==> config.mk <==
export PLATFORM = sky130hd
export DESIGN_NAME = tscc_ram
export DESIGN_NICKNAME = d
export VERILOG_FILES = /design/src/rtl/core/tscc_ram.sv
export SDC_FILE = /design/constraint.sdc
export NUM_CORES = 2
export LEC_CHECK = 0
export BUFFER_PORTS_ARGS = -buffer_cell sky130_fd_sc_hd__buf_4
export CORE_MARGIN = 5
export CORE_UTILIZATION = 30
export DETAILED_ROUTE_END_ITERATION = 6
export MAX_ROUTING_LAYER = met4
export PLACE_DENSITY = 0.49
export SLEW_MARGIN = 20
export SYNTH_ARGS = -nofsm -noshare
export SYNTH_HDL_FRONTEND = slang
export SYNTH_SLANG_ARGS = --single-unit
==> constraint.sdc <==
create_clock -name clk -period 3 [get_ports clk]
set_input_delay 0.15 -clock clk [delete_from_list [all_inputs] [get_ports clk]]
set_output_delay 0.15 -clock clk [all_outputs]
set_load 0.1 [all_outputs]
==> src/rtl/core/tscc_ram.sv <==
`default_nettype none

module tscc_ram #(
  parameter int WIDTH = 8,
  parameter int DEPTH = 256
) (
  input  wire logic                     clk,
  input  wire logic                     wr_en,
  input  wire logic [$clog2(DEPTH)-1:0] wr_addr,
  input  wire logic [WIDTH-1:0]         wr_data,
  input  wire logic                     rd_en,
  input  wire logic [$clog2(DEPTH)-1:0] rd_addr,
  output logic      [WIDTH-1:0]         rd_data
);

  logic [WIDTH-1:0] mem [DEPTH];

  // A read at the address being written returns the old contents.
  always_ff @(posedge clk) begin
    if (wr_en) begin
      mem[wr_addr] <= wr_data;
    end
    if (rd_en) begin
      rd_data <= mem[rd_addr];
    end
  end

endmodule

`default_nettype wire
==> flow_metrics.tcl <==
set metrics [dict create \
    status "finished clean" \
    multiInputGateArea_um2 16530 \
    crit_family "multiplexers" \
    top_layer "met4" \
    crit_path_start "mem[66][2]" \
    root_buffer "clkbuf_16" \
    grt-ovfl-total 0 \
    finalNetCount 4386 \
    num_rows 189 \
    synth.avg_cell_area_um2 21.33 \
    ctsLongestPathBuffers 4 \
    wire_per_inst_um 27.65 \
    nFillCells 24420 \
    r2r.worst_path.cells 6 \
    ys_warn_count 0 \
    drv_cap 0 \
    routed_via_density 5.027 \
    max_slew.worst_pin.slew_ns 1.142 \
    power.density_nw_per_um2 642.9 \
    dr_wl_met2_um 107200 \
    dr_wl_met3_um 12290 \
    dp_hpwl_um 142400 \
    drcViolationCount 0 \
    rr_startpoint "mem[66][2]" \
    clock-sinks 2056 \
    path_clk_slew_ns 0.06 \
    layout-area-overhead-vs-synth_pct 19.40 \
    cp_common_cell "mux4_2" \
    final-seq-area_um2 61740 \
    peakVddDrop_mv 0.5014 \
    clock_latency_ns 0.85 \
    clock.fmax_ghz 0.3454 \
    first_pass_iters 5 \
    cts_resized 0 \
    drive_above_1_share_pct 30.80 \
    io_pins 35 \
    first_iter_violations 3986 \
    post_cts.repair.setup_buffers 0 \
    die_w_um 525.2 \
    post-route-period-util_pct 96.51 \
    ys_seq_area_share_pct 77.53 \
    netlist_area_um2 79640 \
    rsz0062_at_grt "false" \
    synth-seq-cells 2056 \
    grt_start_max_net_pins 108 \
    globalplace.congestion 0.8104 \
    core-area_um2 264600 \
    crit_cells 6 \
    cts-htree-levels 4 \
    antenna_found_initial 13 \
    slew_headroom_pct 23.15 \
    leakagePower_nw 30.07 \
    cts_tree "built" \
    r2r-end "rd_data[2]" \
    max_stage_delay_ns 0.76 \
    crit_buf_inv 1 \
    synth.distinct_cells 54 \
    fin_skew_ns 0.07347 \
    path_cells "mux4_2, mux4_2, nor2b_1, nor4_1, buf_4, nor4_2" \
    cp.required_ns 3.60 \
    fin_crit_ns 2.895 \
    finalHoldViolCount 0 \
    synthFlopType "edfxtp_1" \
    crit_end "rd_data[2]" \
    finalMaxSlewViolations 0 \
    syn-instance-count 3733 \
    synthArstFlopShare_pct 0 \
    dieArea_um2 275900 \
    hold_ws_ns 0.08109 \
    grtUsageTotal_pct 16.26 \
    synth_edf_count 2056 \
    initial_core_util_pct 30.09 \
    grt_pass1_wl_um 317200 \
    die_h_um 525.2 \
    wl_um 223200 \
    wl_met1_um 98340 \
    r2r_slack_ns 0.10 \
    portBuffers 34 \
    path_class "reg -> reg" \
    synth_fp_nets 3760 \
    setup_viol 0 \
    slowest_stage "nor4_1" \
    vias 40590 \
    crit_fanout 1 \
    cts_inserted_buffers 218 \
    hold_path.class "in -> reg" \
    grt_pass1_vias 41330 \
    worstPathArrival_ns 3.49 \
    end_kind "flop" \
    drtAntennaViolNets 0 \
    worst_setup_path_start_kind "flop" \
    tns_ns 0 \
]
==> worst min path at each step <==
stage / from / to / slack [ns] / depth (start not counted)
2_1_floorplan: wr_data[0] / mem[0][0] / 0.25 / 0
3_3_place_gp: rd_en / rd_data[0] / 0.54 / 1
3_5_place_dp: rd_en / rd_data[0] / 0.54 / 1
4_1_cts: wr_addr[6] / mem[238][7] / 0.01 / 4
5_1_grt: wr_addr[6] / mem[238][3] / 0.09 / 4
6_report: wr_addr[6] / mem[238][7] / 0.08 / 4
==> synthesized netlist by cell type, drive strengths merged (8+ instances only) <==
master  number  area [um2]
a221oi      14       128.9
a22o         8       70.07
o221ai      47       417.9
nor4        27       187.7
nor2       282        1059
nand2       33       123.9
nand4       10       62.56
a211oi      16       120.1
mux4       456       10280
o22ai       28       175.2
o211ai      10       75.07
a22oi      133       998.5
a21oi       96       480.5
clkbuf     111       416.7
nand3       34       170.2
edfxtp    2056       61740
nor3        22       110.1
nand2b       8       50.05
o21ai       12       60.06
mux2i      134        1341
buf        122        1032
nor2b       31       193.9
==> power breakdown <==
part	total [mW]	leakage, nW	internal [mW]	switching (mW)
sequential	31.7	18.5	31.7	0.0533
combinational	3.40	8.26	1.27	2.13
clock	26.0	3.32	14.9	11.1
total	61.1	30.1	47.9	13.3
==> per-layer routing <==
layer	GRT usage (%)	vias to the layer above
met5	-	-
met4	3.752	0
li1	-	16980
met3	2.305	293
met2	25.54	1239
met1	22.57	22070
==> worst register-to-register path, stage by stage, from the launching register on <==
cell,delay [ns]
edfxtp_1,0.36
mux4_2,0.51
mux4_2,0.54
nor2b_1,0.18
nor4_1,0.76
buf_4,0.24
nor4_2,0.04
==> cell type report <==
cell class / count / area share [%]
Inverter: 2 / 0.007895
Multi-Input combinational cell: 1442 / 17.38
Tap cell: 3533 / 4.649
Antenna cell: 8 / 0.02105
Timing Repair Buffer: 639 / 5.858
Clock buffer: 265 / 5.945
Clock inverter: 128 / 1.209
Sequential cell: 2056 / 64.93
==> placed cells by master (no fill, tap or decap), types with 43 or more instances in the layout <==
master	instances
buf_12	52
o221ai_1	46
a22oi_1	133
mux2i_1	134
clkinv_2	43
mux4_2	454
clkbuf_16	219
clkinv_1	54
clkbuf_1	46
a21oi_1	96
buf_4	558
edfxtp_1	2056
nor2_1	279
==> cell families (layout without fill, tap and decap cells) <==
logic type	Yosys count	count (layout)	share of synthesized area, %
simple gates	466	466	2.625
compound gates	385	385	3.416
flops	2056	2056	77.53
other cells	0	8	0
buf+inv	235	1034	1.829
mux	591	591	14.60
==> metrics by stage <==
stage,worst slack (ns),utilization (%),std cells,power (mW),cell area (um2)
after global placement,-0.5894,33.28,7653,35.75,88070
after CTS,0.02118,35.92,8065,61.82,95060
after detailed placement,-0.5641,33.28,7653,35.78,88070
after floorplan,0.7739,-,3733,33.95,79640
after global routing,0.03333,35.93,8069,63.17,95080
final,0.1046,35.93,8073,61.13,95090
==> state kept, by name (all words and copies together) (netlist names) <==
name	count
rd_data	8
mem	2048
==> timing repair <==
action / 4_1_cts / 5_1_grt
hold buffers: 19 / 0
endpoints found under the hold margin: 786 / 0
setup endpoints to repair: 0 / 0
(Power assumes the default switching activity.)
